**config.mk**
```make
export PLATFORM = sky130hd
export DESIGN_NAME = pkcs1_v15_padding_checker_unit
export DESIGN_NICKNAME = d
export VERILOG_FILES = /design/src/sv/pkcs1_pkg.sv /design/src/sv/pkcs1_byte_match.sv /design/src/sv/pkcs1_v15_padding_checker_unit.sv
export SDC_FILE = /design/constraint.sdc
export NUM_CORES = 1
export LEC_CHECK = 0
export ABC_AREA = 0
export BUFFER_PORTS_ARGS = -buffer_cell sky130_fd_sc_hd__buf_2
export CAP_MARGIN = 20
export CORE_ASPECT_RATIO = 1.75
export CORE_MARGIN = 5
export CORE_UTILIZATION = 60
export DETAILED_ROUTE_END_ITERATION = 10
export PLACE_DENSITY = 0.84
export SETUP_SLACK_MARGIN = 0.05
export SLEW_MARGIN = 0
export SYNTH_ARGS = -nofsm -noshare
export SYNTH_HDL_FRONTEND = slang
export SYNTH_SLANG_ARGS = --single-unit
export TNS_END_PERCENT = 100
```
**constraint.sdc**
```tcl
create_clock -name clk -period 6.1 [get_ports clk]
set_input_delay 0.915 -clock clk [delete_from_list [all_inputs] [get_ports clk]]
set_output_delay 0.915 -clock clk [all_outputs]
set_load 0.01 [all_outputs]
```
**src/sv/pkcs1_pkg.sv**
```systemverilog
// Package for the PKCS#1 v1.5 padding checker: block layout constants,
// request and match types, and the DigestInfo prefix tables.
// No dependencies.
`default_nettype none

package pkcs1_pkg;

	localparam int MAX_BLOCK_BYTES = 512;
	localparam int POS_W           = $clog2(MAX_BLOCK_BYTES);

	localparam int LEAD_BYTES        = 2;
	localparam int SEPARATOR_BYTES   = 1;
	localparam int SHA512_PREFIX_LEN = 19;
	localparam int SHA512_DIGEST_LEN = 64;
	localparam int SHA1_BLOCK_BYTES  = 256;
	localparam int SHA1_PREFIX_LEN   = 15;
	localparam int SHA1_DIGEST_LEN   = 20;
	localparam int PREFIX_IDX_W      = $clog2(SHA512_PREFIX_LEN);

	localparam int SHA512_SEP = MAX_BLOCK_BYTES - SHA512_DIGEST_LEN - SHA512_PREFIX_LEN
		- SEPARATOR_BYTES;
	localparam int SHA512_PRE_END = SHA512_SEP + SEPARATOR_BYTES + SHA512_PREFIX_LEN;
	localparam int SHA1_SEP = SHA1_BLOCK_BYTES - SHA1_DIGEST_LEN - SHA1_PREFIX_LEN
		- SEPARATOR_BYTES;
	localparam int SHA1_PRE_END = SHA1_SEP + SEPARATOR_BYTES + SHA1_PREFIX_LEN;

	localparam logic [7:0] MAXVALUE  = 8'hff;
	localparam logic [7:0] LEAD_ZERO = 8'h00;
	localparam logic [7:0] BLOCK_TYPE = 8'h01;

	localparam logic MODE_SHA512 = 1'b0;
	localparam logic MODE_SHA1   = 1'b1;

	typedef struct packed {
		logic       block_start;
		logic [7:0] digest;
		logic [7:0] data;
	} item_t;

	typedef struct packed {
		logic match;
		logic last;
	} match_t;

	function automatic logic [7:0] prefix_sha512(input logic [PREFIX_IDX_W-1:0] idx);
		logic [7:0] v;
		case (idx)
			5'd0:  v = 8'h30;
			5'd1:  v = 8'h51;
			5'd2:  v = 8'h30;
			5'd3:  v = 8'h0d;
			5'd4:  v = 8'h06;
			5'd5:  v = 8'h09;
			5'd6:  v = 8'h60;
			5'd7:  v = 8'h86;
			5'd8:  v = 8'h48;
			5'd9:  v = 8'h01;
			5'd10: v = 8'h65;
			5'd11: v = 8'h03;
			5'd12: v = 8'h04;
			5'd13: v = 8'h02;
			5'd14: v = 8'h03;
			5'd15: v = 8'h05;
			5'd16: v = 8'h00;
			5'd17: v = 8'h04;
			5'd18: v = 8'h40;
			default: v = 8'h00;
		endcase
		return v;
	endfunction

	function automatic logic [7:0] prefix_sha1(input logic [PREFIX_IDX_W-1:0] idx);
		logic [7:0] v;
		case (idx)
			5'd0:  v = 8'h30;
			5'd1:  v = 8'h21;
			5'd2:  v = 8'h30;
			5'd3:  v = 8'h09;
			5'd4:  v = 8'h06;
			5'd5:  v = 8'h05;
			5'd6:  v = 8'h2b;
			5'd7:  v = 8'h0e;
			5'd8:  v = 8'h03;
			5'd9:  v = 8'h02;
			5'd10: v = 8'h1a;
			5'd11: v = 8'h05;
			5'd12: v = 8'h00;
			5'd13: v = 8'h04;
			5'd14: v = 8'h14;
			default: v = 8'h00;
		endcase
		return v;
	endfunction

endpackage

`default_nettype wire

```
**src/sv/pkcs1_byte_match.sv**
```systemverilog
// Judges one block byte against the expected encoding at a given position.
// Depends on pkcs1_pkg.
`default_nettype none

module pkcs1_byte_match
	import pkcs1_pkg::*;
(
	input  wire logic             mode,
	input  wire logic [POS_W-1:0] pos,
	input  wire logic [7:0]       data,
	input  wire logic [7:0]       digest,
	output match_t                result
);

	logic [POS_W-1:0]        sep;
	logic [POS_W-1:0]        pre_end;
	logic [POS_W-1:0]        last_pos;
	logic [POS_W-1:0]        pre_off;
	logic [PREFIX_IDX_W-1:0] pre_idx;
	logic [7:0]              pre_byte;

	always_comb begin
		if (mode == MODE_SHA1) begin
			sep      = POS_W'(SHA1_SEP);
			pre_end  = POS_W'(SHA1_PRE_END);
			last_pos = POS_W'(SHA1_BLOCK_BYTES - 1);
		end else begin
			sep      = POS_W'(SHA512_SEP);
			pre_end  = POS_W'(SHA512_PRE_END);
			last_pos = POS_W'(MAX_BLOCK_BYTES - 1);
		end
		// offset into the DigestInfo prefix; only meaningful inside it
		pre_off  = pos - sep - POS_W'(SEPARATOR_BYTES);
		pre_idx  = pre_off[PREFIX_IDX_W-1:0];
		pre_byte = (mode == MODE_SHA1) ? prefix_sha1(pre_idx) : prefix_sha512(pre_idx);

		if (pos == '0)
			result.match = (data == LEAD_ZERO);
		else if (pos == POS_W'(1))
			result.match = (data == BLOCK_TYPE);
		else if (pos < sep)
			result.match = (data == MAXVALUE);
		else if (pos == sep)
			result.match = (data == LEAD_ZERO);
		else if (pos < pre_end)
			result.match = (data == pre_byte);
		else if (pos <= last_pos)
			result.match = (data == digest);
		else
			result.match = 1'b0;

		// a position past the end only follows a mode change; it closes the block
		result.last = (pos >= last_pos);
	end

endmodule

`default_nettype wire

```
**src/sv/pkcs1_v15_padding_checker_unit.sv**
```systemverilog
// Streaming PKCS#1 v1.5 signature-encoding checker, one byte per request.
// Depends on pkcs1_pkg and pkcs1_byte_match.
//
// Usage:
//   s_axis carries one block byte per request: tdata[7:0] is the block byte,
//   tdata[15:8] the expected digest byte, tuser[0] flags the first byte of a
//   block (clears position and verdict). Bytes arrive most significant first.
//   m_axis returns one result per request: tdata[0] is the running verdict
//   (1 = every byte so far matched), tlast marks the final byte of the block,
//   on which tdata[0] is the verdict for the whole block.
//   cfg_wr_en/cfg_wr_data[0] select the layout: 0 = SHA-512, 512-byte block,
//   1 = SHA-1, 256-byte block. Write only while no request is in flight.
// Timing:
//   A request is taken into an input register, then compared against the
//   position-selected constant, and its result is held in the output register
//   that drives m_axis. One request per cycle is sustained while the receiver
//   takes every result. When the receiver stalls, the result holds and one
//   more request is taken into the input register, after which s_axis_tready
//   drops until the result is taken.
//   Reset clears position, verdict, mode (SHA-512) and both valid flags.
`default_nettype none

module pkcs1_v15_padding_checker_unit
	import pkcs1_pkg::*;
(
	input  wire logic        clk,
	input  wire logic        arst_n,

	input  wire logic        s_axis_tvalid,
	output logic             s_axis_tready,
	input  wire logic [15:0] s_axis_tdata,  // [7:0] block_byte, [15:8] expected_digest_byte
	input  wire logic [0:0]  s_axis_tuser,  // [0] block_start

	output logic             m_axis_tvalid,
	input  wire logic        m_axis_tready,
	output logic [7:0]       m_axis_tdata,  // [0] still_valid, [7:1] zero
	output logic             m_axis_tlast,  // block_end

	input  wire logic        cfg_wr_en,
	input  wire logic [0:0]  cfg_wr_data    // [0] hash_mode
);

	logic             mode_q;
	logic [POS_W-1:0] pos_q;
	logic             mismatch_q;

	item_t            item_s1;
	logic             valid_s1;
	logic             valid_s2;
	logic             still_valid_s2;
	logic             block_end_s2;

	logic             advance;
	logic             accept;
	logic [POS_W-1:0] cur_pos;
	logic             cur_mismatch;
	logic             new_mismatch;
	match_t           judged;

	assign advance       = valid_s1 && (!valid_s2 || m_axis_tready);
	assign s_axis_tready = !valid_s1 || advance;
	assign accept        = s_axis_tvalid && s_axis_tready;

	// block start restarts the count before the byte is judged
	assign cur_pos      = item_s1.block_start ? '0 : pos_q;
	assign cur_mismatch = item_s1.block_start ? 1'b0 : mismatch_q;
	assign new_mismatch = cur_mismatch || !judged.match;

	pkcs1_byte_match u_match (
		.mode   (mode_q),
		.pos    (cur_pos),
		.data   (item_s1.data),
		.digest (item_s1.digest),
		.result (judged)
	);

	always_ff @(posedge clk or negedge arst_n) begin
		if (!arst_n) begin
			mode_q <= MODE_SHA512;
		end else if (cfg_wr_en) begin
			mode_q <= cfg_wr_data[0];
		end
	end

	always_ff @(posedge clk or negedge arst_n) begin
		if (!arst_n) begin
			valid_s1 <= 1'b0;
		end else if (s_axis_tready) begin
			valid_s1 <= s_axis_tvalid;
		end
	end

	always_ff @(posedge clk) begin
		if (accept) begin
			item_s1.data        <= s_axis_tdata[7:0];
			item_s1.digest      <= s_axis_tdata[15:8];
			item_s1.block_start <= s_axis_tuser[0];
		end
	end

	always_ff @(posedge clk or negedge arst_n) begin
		if (!arst_n) begin
			pos_q      <= '0;
			mismatch_q <= 1'b0;
		end else if (advance) begin
			if (judged.last) begin
				pos_q      <= '0;
				mismatch_q <= 1'b0;
			end else begin
				pos_q      <= cur_pos + POS_W'(1);
				mismatch_q <= new_mismatch;
			end
		end
	end

	always_ff @(posedge clk or negedge arst_n) begin
		if (!arst_n) begin
			valid_s2 <= 1'b0;
		end else if (advance) begin
			valid_s2 <= 1'b1;
		end else if (m_axis_tready) begin
			valid_s2 <= 1'b0;
		end
	end

	always_ff @(posedge clk) begin
		if (advance) begin
			still_valid_s2 <= !new_mismatch;
			block_end_s2   <= judged.last;
		end
	end

	assign m_axis_tvalid = valid_s2;
	assign m_axis_tdata  = {7'd0, still_valid_s2};
	assign m_axis_tlast  = block_end_s2;

endmodule

`default_nettype wire

```
Word-level counts from Yosys, hierarchy flattened
Memory sizes are Yosys's and may differ from the RTL's.
Index checks and enable logic that the tools add are counted.
{"block": "word_totals", "reg_bits": 32, "rom_bits": 352, "in_bits": 23, "output_inout_bits": 11, "n_memories": 2}
{"block": "op_classes", "add_sub_neg": 3, "order_cmp": 4, "eq_ne": 6, "muxes": 17, "n_reduce_logical": 12}
{"memory": "(no name shown)", "depth": 32, "width": 8, "read_ports": 1, "rd_ports_with_merged_regs": 0, "wr": 0, "line": "pkcs1_pkg.sv:47", "source": "case (idx)"}
{"memory": "(no name shown)", "depth": 16, "width": 6, "read_ports": 1, "rd_ports_with_merged_regs": 0, "wr": 0, "line": "pkcs1_pkg.sv:74", "source": "case (idx)"}
{"cell": "$mux W9", "count": 5}
{"cell": "$lt A9 B9 Y1", "count": 2}
{"cell": "$eq A8 B8 Y1", "count": 2}
{"cell": "$mux W8", "count": 2}
{"cell": "$mux W1", "count": 10}
{"cell": "$add A9 B1 Y9 const B", "count": 1}
{"cell": "$eq A9 B1 Y1 const B", "count": 1}
{"cell": "$eq A9 B9 Y1", "count": 1}
{"cell": "$ge A9 B9 Y1", "count": 1}
{"cell": "$le A9 B9 Y1", "count": 1}
{"cell": "$logic_not A9 Y1", "count": 1}
{"cell": "$eq A8 B1 Y1 const B", "count": 1}
{"cell": "$eq A8 B8 Y1 const B", "count": 1}
{"cell": "$logic_not A8 Y1", "count": 1}
{"cell": "$sub A5 B1 Y5 const B", "count": 1}
{"cell": "$sub A5 B5 Y5", "count": 1}
{"cell": "$logic_not A1 Y1", "count": 4}
{"cell": "$logic_or A1 B1 Y1", "count": 3}
{"cell": "$logic_and A1 B1 Y1", "count": 2}
{"cell": "$reduce_bool A2 Y1", "count": 1}

Depth between registers and ports, before layout
Gate-level depths: netlist (run 1).
An unclocked memory read counts as a cell.
{"block": "depth", "word_depth": 15, "depth_mapped": 16}

Modules after synthesis
From an unflattened synthesis (run 1), not the netlist that was laid out.
{"block": "unflattened", "cells_unflattened": 289, "hier_area_um2": 2708.8}
{"mod": "pkcs1_byte_match", "n_inst": 1, "cells_each": 183, "area_each_um2": 1360.1, "seq_area_each_um2": 0.0}
{"mod": "pkcs1_v15_padding_checker_unit", "n_inst": 1, "cells_each": 106, "area_each_um2": 1348.8, "seq_area_each_um2": 895.9}

Worst setup path before layout (run 1)
No wires, ideal clock.
{"block": "synth_path", "path_type": "reg-to-reg", "start": "register item_s1[16] (netlist bit)", "end": "register mismatch_q", "arrival_ns": 3.215, "path_slack_ns": 2.764, "path_stages_with_launch": 16, "n_path_buf": 3, "path_cell_list": "edfxtp_1 -> buf_2 -> buf_2 -> and2b_1 -> inv_1 -> ha_1 -> inv_1 -> ha_1 -> buf_2 -> inv_1 -> or3_1 -> a32oi_1 -> mux2_1 -> nor4_1 -> o2111ai_1 -> a32o_1"}
{"block": "synth_via", "elab_chain_len": 15, "word_cells_on_any_way": 25}
{"item": "start, declared", "line": "pkcs1_v15_padding_checker_unit.sv:47", "source": "item_t item_s1;"}
{"item": "$mux W9", "line": "pkcs1_v15_padding_checker_unit.sv:65", "source": "assign cur_pos = item_s1.block_start ? '0 : pos_q;"}
{"item": "$sub A5 B5 Y5", "line": "pkcs1_byte_match.sv:33", "source": "pre_off = pos - sep - POS_W'(SEPARATOR_BYTES);"}
{"item": "$sub A5 B1 Y5", "line": "pkcs1_byte_match.sv:33"}
{"item": "$mem_v2 Z16 W6"}
{"item": "$mux W8", "line": "pkcs1_pkg.sv:74"}
{"item": "$mux W8", "line": "pkcs1_byte_match.sv:35", "source": "pre_byte = (mode == MODE_SHA1) ? prefix_sha1(pre_idx) : prefix_sha512(pre_idx);"}
{"item": "$eq A8 B8 Y1", "line": "pkcs1_byte_match.sv:46", "source": "result.match = (data == pre_byte);"}
{"item": "$mux W1", "line": "pkcs1_byte_match.sv:45", "source": "else if (pos < pre_end)"}
{"item": "$mux W1", "line": "pkcs1_byte_match.sv:43", "source": "else if (pos == sep)"}
{"item": "$mux W1", "line": "pkcs1_byte_match.sv:41", "source": "else if (pos < sep)"}
{"item": "$mux W1", "line": "pkcs1_byte_match.sv:39", "source": "else if (pos == POS_W'(1))"}
{"item": "$mux W1", "line": "pkcs1_byte_match.sv:37", "source": "if (pos == '0)"}
{"item": "$logic_not A1 Y1", "line": "pkcs1_v15_padding_checker_unit.sv:67", "source": "assign new_mismatch = cur_mismatch || !judged.match;"}
{"item": "$logic_or A1 B1 Y1", "line": "pkcs1_v15_padding_checker_unit.sv:67"}
{"item": "$mux W1 *", "line": "pkcs1_v15_padding_checker_unit.sv:106", "source": "if (judged.last) begin"}
{"item": "end signal, assigned", "line": "pkcs1_v15_padding_checker_unit.sv:111", "source": "mismatch_q <= new_mismatch;"}
{"item": "end, declared", "line": "pkcs1_v15_padding_checker_unit.sv:45", "source": "logic mismatch_q;"}
Every way passes the cells marked *; elsewhere a longest branch is shown, timed or not.
A chain may end at the register's enable or synchronous reset.

Worst setup path in the final report (run 1)
Same ends and word-level chain as after synthesis.

==> flow_metrics.env, run 1 <==
export IMPL_crit_start="item_s1[16]"
export IMPL_crit_arrival_ns=4.55
export IMPL_ctsResizeCount=0
export IMPL_cellInternalPower_uw=529
export IMPL_worst_slew_pin_slew_ns=0.845
export IMPL_ff2ff_setup_slack_ns=1.72
export IMPL_synth_warning_count=0
export IMPL_synth_async_sr_flop_share_pct=40.6
export IMPL_synthesis_stage_register_bit_count=32
export IMPL_criticalPathCategory="reg2reg"
export IMPL_worstPathRequired_ns=6.28
export IMPL_hp_start="mismatch_q"
export IMPL_htree_levels=2
export IMPL_mappedNetlistArea_um2=2810
export IMPL_critical_path_n_buffers_inverters=3
export IMPL_grt_overflow=0
export IMPL_drc=0
export IMPL_status="complete, no violations"
export IMPL_hpwlAfterDp_um=4940
export IMPL_r2r_start="item_s1[16]"
export IMPL_nets=355
export IMPL_finalHoldWorstSlack_ns=0.500
export IMPL_detail_route_iter0_violations=87
export IMPL_worst_max_slew_margin_expressed_relative_to_the_limit_pct=43.7
export IMPL_r2r_worst_path_cells=12
export IMPL_start_util_pct=60.8
export IMPL_crit_path_end="mismatch_q"
export IMPL_filler_cell_count=386
export IMPL_numPlacedInstances=362
export IMPL_final_layout_size_suffix_gt1_share_pct=15.7
export IMPL_unrepaired_setup_endpoints_after_global_routing="no"
export IMPL_report_final_slew_viol_count=0
export IMPL_cp_depth=12
export IMPL_synth_distinct_cells=68
export IMPL_synthXorXnorAreaFrac_pct=4.63
export IMPL_postRouteAntennaNets=0
export IMPL_final_cell_count_no_fill=370
export IMPL_cellLeakagePower_uw=0.00119
export IMPL_synth_simple_gate_area_share_pct=25.2
export IMPL_shortest_period_the_worst_path_allows_ns=4.38
export IMPL_antenna_cells_inserted=0
export IMPL_highest_ir_drop_seen_on_vdd_mv=0.400
export IMPL_grt_max_degree=29
export IMPL_synth_top_area_cell="sky130_fd_sc_hd__edfxtp_1"
export IMPL_synth_seq_area_share_pct=31.9
export IMPL_final_cell_mix="26 x sky130_fd_sc_hd__buf_2, 21 x sky130_fd_sc_hd__o21ai_0, 19 x sky130_fd_sc_hd__nand2_1, 19 x sky130_fd_sc_hd__nor2_1, 19 x sky130_fd_sc_hd__edfxtp_1"
export IMPL_crit_path_frequent_cell="sky130_fd_sc_hd__inv_1"
export IMPL_pin_count=34
export IMPL_clk_slew_on_worst_s_h_paths_ns=0.07
export IMPL_timing_final_setup_violations=0
export IMPL_routed_wire_length_per_instance_um=18.3
export IMPL_core_rowCount=33
export IMPL_area_growth_pct=4.63
export IMPL_crit_path_cell_trace="and2b_1, inv_1, ha_1, inv_1, ha_1, inv_1, or3_1, a32oi_1, mux2_1, nor4_1, o2111ai_1, a32o_1"
export IMPL_first_pass_grt_wire_length_um=11400
export IMPL_synth_top_family_by_area="simple AND/OR/NAND/NOR gates"
export IMPL_critical_path_slowest_cell="sky130_fd_sc_hd__edfxtp_1"
export IMPL_critical_path_top_delay_family="simple AND/OR/NAND/NOR gates"
export IMPL_port_buffers=26
export IMPL_worstHoldPathType="reg2reg"
export IMPL_final_min_period_over_clock_period_pct=71.7
export IMPL_yosys_most_used_dff="sky130_fd_sc_hd__edfxtp_1"
export IMPL_total_placed_instance_area_um2=2830
export IMPL_grt_antenna_before_repair=0
export IMPL_skew_ns=0.00939
export IMPL_dr_pass1_iters=4
export IMPL_synth_compound_area_share_pct=18.5
export IMPL_power_density_nw_per_um2=303
export IMPL_achievable_frequency_ghz=0.229
export IMPL_cp_start_kind="flip-flop"
export IMPL_routed_via_density=6.63
export IMPL_die_x_um=61.8
export IMPL_syn_instance_count=309
export IMPL_holdPathStages=1
export IMPL_post_synth_top_area_fraction_pct=20.3
export IMPL_max_cap_violations=0
export IMPL_finalHoldViolCount=0
export IMPL_average_instance_area_after_synthesis_um2=9.10
export IMPL_synth_enable_flop_cells=19
export IMPL_p_clk_share_pct=22.6
export IMPL_post_cts_hold_buffer_count=0
export IMPL_grtUsageTotal_pct=23.8
export IMPL_floorplan_core_area_um2=4620
export IMPL_crit_path_max_fanout=28
export IMPL_routed_wirelength_um=6780
export IMPL_finalSetupTns_ns=0
export IMPL_worstSetupEndpointType="flip-flop"
export IMPL_post_cts_repair_setup_buffers=0
export IMPL_synth_mux_area_fraction_pct=4.54
export IMPL_cts_sinks=32
export IMPL_clk_insertion_delay_late_ns=0.29
export IMPL_ctsLongestPathBuffers=2
export IMPL_cell_chosen_for_the_clock_root="sky130_fd_sc_hd__clkbuf_8"
export IMPL_cpPeakStageDelay_ns=0.90
export IMPL_pwr_share_comb_pct=41.0
export IMPL_most_common_library_cell_in_the_layout_ignoring_fill_and_taps="sky130_fd_sc_hd__buf_2"
export IMPL_vias_in_the_first_global_route=2451
export IMPL_design_area_um2=2940
export IMPL_via_count=2453
export IMPL_switching_share_pct=40.7
export IMPL_synth_top_cells_by_area="sky130_fd_sc_hd__edfxtp_1 20%, sky130_fd_sc_hd__dfrtp_1 12%, sky130_fd_sc_hd__ha_1 6.7%"
export IMPL_globalplace_congestion=0.870
export IMPL_die_footprint_um2=6210
export IMPL_cts_buffers=5
export IMPL_post_synth_fa_ha_maj_area_fraction_pct=6.67
export IMPL_die_height_um=101
export IMPL_net_switching_power_uw=363
export IMPL_tritoncts="built"
export IMPL_seqPwrFrac_pct=36.4
export IMPL_timing_rr_end="mismatch_q"
-- worst register-to-register path: stages (launching register included) --
cell	delay, ns
sky130_fd_sc_hd__edfxtp_1	0.90
sky130_fd_sc_hd__and2b_1	0.37
sky130_fd_sc_hd__inv_1	0.18
sky130_fd_sc_hd__ha_1	0.18
sky130_fd_sc_hd__inv_1	0.05
sky130_fd_sc_hd__ha_1	0.67
sky130_fd_sc_hd__inv_1	0.19
sky130_fd_sc_hd__or3_1	0.42
sky130_fd_sc_hd__a32oi_1	0.22
sky130_fd_sc_hd__mux2_1	0.34
sky130_fd_sc_hd__nor4_1	0.24
sky130_fd_sc_hd__o2111ai_1	0.21
sky130_fd_sc_hd__a32o_1	0.29
-- Yosys cell counts (3+ instances only) --
cell and number:
sky130_fd_sc_hd__nand2_1 19, sky130_fd_sc_hd__nor3_1 10, sky130_fd_sc_hd__xnor2_1 11, sky130_fd_sc_hd__and4b_1 4, sky130_fd_sc_hd__buf_2 6, sky130_fd_sc_hd__buf_6 4
sky130_fd_sc_hd__a21oi_1 11, sky130_fd_sc_hd__o21ai_0 21, sky130_fd_sc_hd__nor2_1 19, sky130_fd_sc_hd__nand2b_1 7, sky130_fd_sc_hd__o221ai_1 5, sky130_fd_sc_hd__dfrtp_1 13
sky130_fd_sc_hd__nor3b_1 3, sky130_fd_sc_hd__a31oi_1 5, sky130_fd_sc_hd__nor2b_1 8, sky130_fd_sc_hd__mux2i_1 9, sky130_fd_sc_hd__a21o_1 3, sky130_fd_sc_hd__o31ai_1 5
sky130_fd_sc_hd__nor4_1 5, sky130_fd_sc_hd__nand3_1 5, sky130_fd_sc_hd__edfxtp_1 19, sky130_fd_sc_hd__buf_4 12, sky130_fd_sc_hd__inv_1 11, sky130_fd_sc_hd__buf_1 3
sky130_fd_sc_hd__a211oi_1 3, sky130_fd_sc_hd__and3_1 5, sky130_fd_sc_hd__and3b_1 3, sky130_fd_sc_hd__nand4b_1 3, sky130_fd_sc_hd__a32oi_1 3, sky130_fd_sc_hd__clkbuf_1 6
sky130_fd_sc_hd__ha_1 15, sky130_fd_sc_hd__nand4_1 7
-- cell type report --
type	instances	area, um2	share of cell area, %
clock inverters	3	42.5	1.45
flip-flops and latches	32	896	30.4
multi-input cells	241	1700	57.7
well taps	52	65.1	2.21
repair buffers	26	130	4.42
clock buffers	5	68.8	2.34
inverters	11	41.3	1.40
-- state kept, by name, summed over array words and instances, names as in the netlist --
register and count:
item_s1 17, m_axis_tlast 1, m_axis_tvalid 1, mismatch_q 1, mode_q 1, pos_q 9
still_valid_s2 1, valid_s1 1
-- power groups by stage --
stage / Clock [uW] / Sequential [uW] / Combinational (uW)
6_report: 202 / 325 / 365
3_5_place_dp: 0 / 326 / 356
3_3_place_gp: 0 / 326 / 346
4_1_cts: 204 / 322 / 358
5_1_grt: 216 / 331 / 394
2_1_floorplan: 0 / 270 / 350
-- cell families (layout without fill, tap and decap cells) --
logic type / count (synthesis) / after routing
other cells: 1 / 7
fa+ha+maj: 15 / 15
xor+xnor: 14 / 14
simple gates: 118 / 118
compound gates: 75 / 75
buf+inv: 42 / 45
flops: 32 / 32
mux: 12 / 12
-- worst min path at each step --
| stage | endpoint | slack [ns] |
|---|---|---|
| finish | mismatch_q | 0.50 |
| global route | mode_q | 0.52 |
| CTS | mismatch_q | 0.50 |
| detailed placement | mismatch_q | 0.48 |
| global placement | mismatch_q | 0.47 |
| floorplan | m_axis_tvalid | 0.46 |
-- through the flow --
stage	util (%)	setup WS, ns	total power [uW]
final	63.6	1.72	891
after global routing	63.6	1.51	941
after CTS	63.6	1.83	884
after detailed placement	61.2	1.85	682
after global placement	61.2	2.08	672
after floorplan	-	2.76	620
-- metal layers --
metal  up-vias  GRT usage, %  part of all wire (%)
met1      1180          27.5                    37
met5         -             0                     0
li1       1152             -                     -
met2        93          40.1                    53
met4         0          13.6                   4.3
met3        28          3.59                   4.8
Power figures use the tool's default switching activity.
==> run 2, diff against run 1 <==
- ABC_AREA: 0 -> 1
- CORE_UTILIZATION: 60 -> 58
- PLACE_DENSITY: 0.84 -> 0.82
- clock period: 6.1 -> 4.2 ns (I/O delays scaled with it)
==> run 2 against run 1 <==
Routed wire length decreased by 16%. Clock power increased by 32%. Via count decreased by 7.4%. Hold slack got worse by 0.29 ns. Sequential share of layout area increased by 2.1 points. Area after synthesis decreased by 11%. Critical path type unchanged.
==> flow_metrics.env, run 2 <==
export IMPL_clk_insertion_delay_late_ns=0.29
export IMPL_area_growth_pct=9.51
export IMPL_routed_wire_length_per_instance_um=13.8
export IMPL_shortest_period_the_worst_path_allows_ns=3.20
export IMPL_post_cts_hold_buffer_count=0
export IMPL_highest_ir_drop_seen_on_vdd_mv=0.299
export IMPL_cts_buffers=5
export IMPL_ctsResizeCount=0
export IMPL_synth_warning_count=0
export IMPL_seqPwrFrac_pct=36.4
export IMPL_net_switching_power_uw=442
export IMPL_hpwlAfterDp_um=4620
export IMPL_skew_ns=0.00813
export IMPL_clk_slew_on_worst_s_h_paths_ns=0.07
export IMPL_pwr_share_comb_pct=39.7
export IMPL_biggestRegsByFlops="item_s1: 17 flops, pos_q: 9 flops"
export IMPL_nets=401
export IMPL_via_count=2271
export IMPL_ctsLongestPathBuffers=2
export IMPL_synth_top_cells_by_area="sky130_fd_sc_hd__edfxtp_1 23%, sky130_fd_sc_hd__nand2_1 13%, sky130_fd_sc_hd__dfrtp_1 13%"
export IMPL_worstSetupEndpointType="flip-flop"
export IMPL_drc=0
export IMPL_worstPathRequired_ns=4.38
export IMPL_routed_wirelength_um=5700
export IMPL_report_final_slew_viol_count=0
export IMPL_post_cts_repair_setup_buffers=0
export IMPL_status="complete, no violations"
export IMPL_cellLeakagePower_uw=0.00138
export IMPL_synth_async_sr_flop_share_pct=40.6
export IMPL_cell_chosen_for_the_clock_root="sky130_fd_sc_hd__clkbuf_8"
export IMPL_grtUsageTotal_pct=21.2
export IMPL_worstHoldPathType="in2async"
export IMPL_antenna_cells_inserted=0
export IMPL_grt_max_degree=18
export IMPL_final_min_period_over_clock_period_pct=76.3
export IMPL_synth_common_cells="87 x sky130_fd_sc_hd__nand2_1, 44 x sky130_fd_sc_hd__inv_1, 27 x sky130_fd_sc_hd__nand3_1"
export IMPL_grt_antenna_before_repair=0
export IMPL_max_flop_register="item_s1"
export IMPL_tritoncts="built"
export IMPL_max_cap_violations=0
export IMPL_grt_overflow=0
export IMPL_die_footprint_um2=5800
export IMPL_cts_sinks=32
export IMPL_design_area_um2=2750
export IMPL_floorplan_core_area_um2=4190
export IMPL_p_clk_share_pct=23.8
export IMPL_switching_share_pct=39.4
export IMPL_most_common_library_cell_in_the_layout_ignoring_fill_and_taps="sky130_fd_sc_hd__nand2_1"
export IMPL_vias_in_the_first_global_route=2221
export IMPL_crit_arrival_ns=3.39
export IMPL_synth_distinct_cells=35
export IMPL_synth_enable_flop_cells=19
export IMPL_finalSetupTns_ns=0
export IMPL_cellInternalPower_uw=678
export IMPL_crit_path_max_fanout=15
export IMPL_final_layout_size_suffix_gt1_share_pct=17.3
export IMPL_critical_path_top_delay_family="simple AND/OR/NAND/NOR gates"
export IMPL_synthesis_stage_register_bit_count=32
export IMPL_die_x_um=59.8
export IMPL_total_placed_instance_area_um2=2650
export IMPL_cp_start_kind="flip-flop"
export IMPL_globalplace_congestion=0.945
export IMPL_core_rowCount=31
export IMPL_pin_count=34
export IMPL_critical_path_slowest_cell="sky130_fd_sc_hd__edfxtp_1"
export IMPL_average_instance_area_after_synthesis_um2=7.50
export IMPL_htree_levels=2
export IMPL_cpPeakStageDelay_ns=0.58
export IMPL_synth_top_area_cell="sky130_fd_sc_hd__edfxtp_1"
export IMPL_power_density_nw_per_um2=407
export IMPL_worst_slew_pin_slew_ns=0.588
export IMPL_dr_pass1_iters=4
export IMPL_routed_via_density=5.50
export IMPL_achievable_frequency_ghz=0.312
export IMPL_mappedNetlistArea_um2=2510
export IMPL_crit_path_frequent_cell="sky130_fd_sc_hd__nand2_1"
export IMPL_criticalPathCategory="reg2reg"
export IMPL_finalHoldWorstSlack_ns=0.210
export IMPL_die_height_um=97.1
export IMPL_yosys_most_used_dff="sky130_fd_sc_hd__edfxtp_1"
export IMPL_synth_most_common_cell="sky130_fd_sc_hd__nand2_1"
export IMPL_syn_instance_count=335
export IMPL_port_buffers=26
export IMPL_synth_seq_area_share_pct=35.6
export IMPL_finalPower_uw=1120
export IMPL_finalHoldViolCount=0
export IMPL_final_core_utilization_pct=65.7
export IMPL_post_synth_top_area_fraction_pct=22.7
export IMPL_timing_final_setup_violations=0
export IMPL_final_cell_mix="87 x sky130_fd_sc_hd__nand2_1, 44 x sky130_fd_sc_hd__inv_1, 27 x sky130_fd_sc_hd__nand3_1, 26 x sky130_fd_sc_hd__buf_2, 21 x sky130_fd_sc_hd__nor2_1"
export IMPL_postRouteAntennaNets=0
export IMPL_start_util_pct=60.0
export IMPL_unrepaired_setup_endpoints_after_global_routing="no"
export IMPL_worst_max_slew_margin_expressed_relative_to_the_limit_pct=60.8
export IMPL_flip_flop_count_of_the_largest_register_after_layout=17
export IMPL_detail_route_iter0_violations=73
export IMPL_first_pass_grt_wire_length_um=9470
export IMPL_critical_path_n_buffers_inverters=4
-- run 2: changes by cell type after synthesis, moves of 9 or more --
| cell | before | now |
|---|---|---|
| sky130_fd_sc_hd__inv_1 | 11 | 44 |
| sky130_fd_sc_hd__mux2i_1 | 9 | 0 |
| sky130_fd_sc_hd__nand2_1 | 19 | 87 |
| sky130_fd_sc_hd__nand3_1 | 5 | 27 |
| sky130_fd_sc_hd__o21ai_0 | 21 | 11 |
-- run 2: stage by stage --
stage,std cells,worst slack [ns]
after global placement,405,1.10
final,413,0.996
after CTS,413,1.01
after detailed placement,405,1.03
after global routing,413,0.621
after floorplan,341,1.47
-- run 2: final cells by class --
type                       count  area, um2
fill                         367       1440
multi-input combinational    245       1360
sequential                    32        896
inverter                      53        201
timing repair buffer          26        130
clock buffer                   6       93.8
tap                           49       61.3
clock inverter                 2       12.5
-- run 2: per-layer routing --
metal  global-route usage, %  vias up  wire [um]
met5                       0        -          0
met4                    15.0        0        293
met3                    2.39       26        237
met2                    37.8       80       3090
met1                    21.1     1027       2080
li1                        -     1138          -
-- run 2: path summary, 6_finish.rpt --
path	from	to	slack, ns	cells after the start
hold reg to reg	mismatch_q	mismatch_q	0.50	2
hold / removal	arst_n	pos_q[4]	0.21	1
max in group asynchronous	arst_n	pos_q[8]	3.76	1
setup reg to reg	item_s1[16]	mismatch_q	1.0	27
min in group clk	mismatch_q	mismatch_q	0.50	2
setup / recovery	item_s1[16]	mismatch_q	1.0	27
-- run 2: power groups by stage --
stage / Clock (uW) / Sequential (uW) / Combinational (uW)
2_1_floorplan: 0 / 403 / 357
3_3_place_gp: 0 / 414 / 430
3_5_place_dp: 0 / 414 / 434
4_1_cts: 273 / 407 / 437
5_1_grt: 291 / 413 / 502
6_report: 267 / 408 / 445
-- run 2: kinds of logic after synthesis --
logic type / count (synthesis) / share of synthesized area [%]
buffers and inverters: 64 / 11.2
AO/OA/AOI/OAI: 38 / 8.16
adder cells (fa/ha/maj): 15 / 7.47
AND/OR/NAND/NOR: 176 / 34.2
other: 1 / 0.149
flip-flops: 32 / 35.6
XOR/XNOR: 9 / 3.14
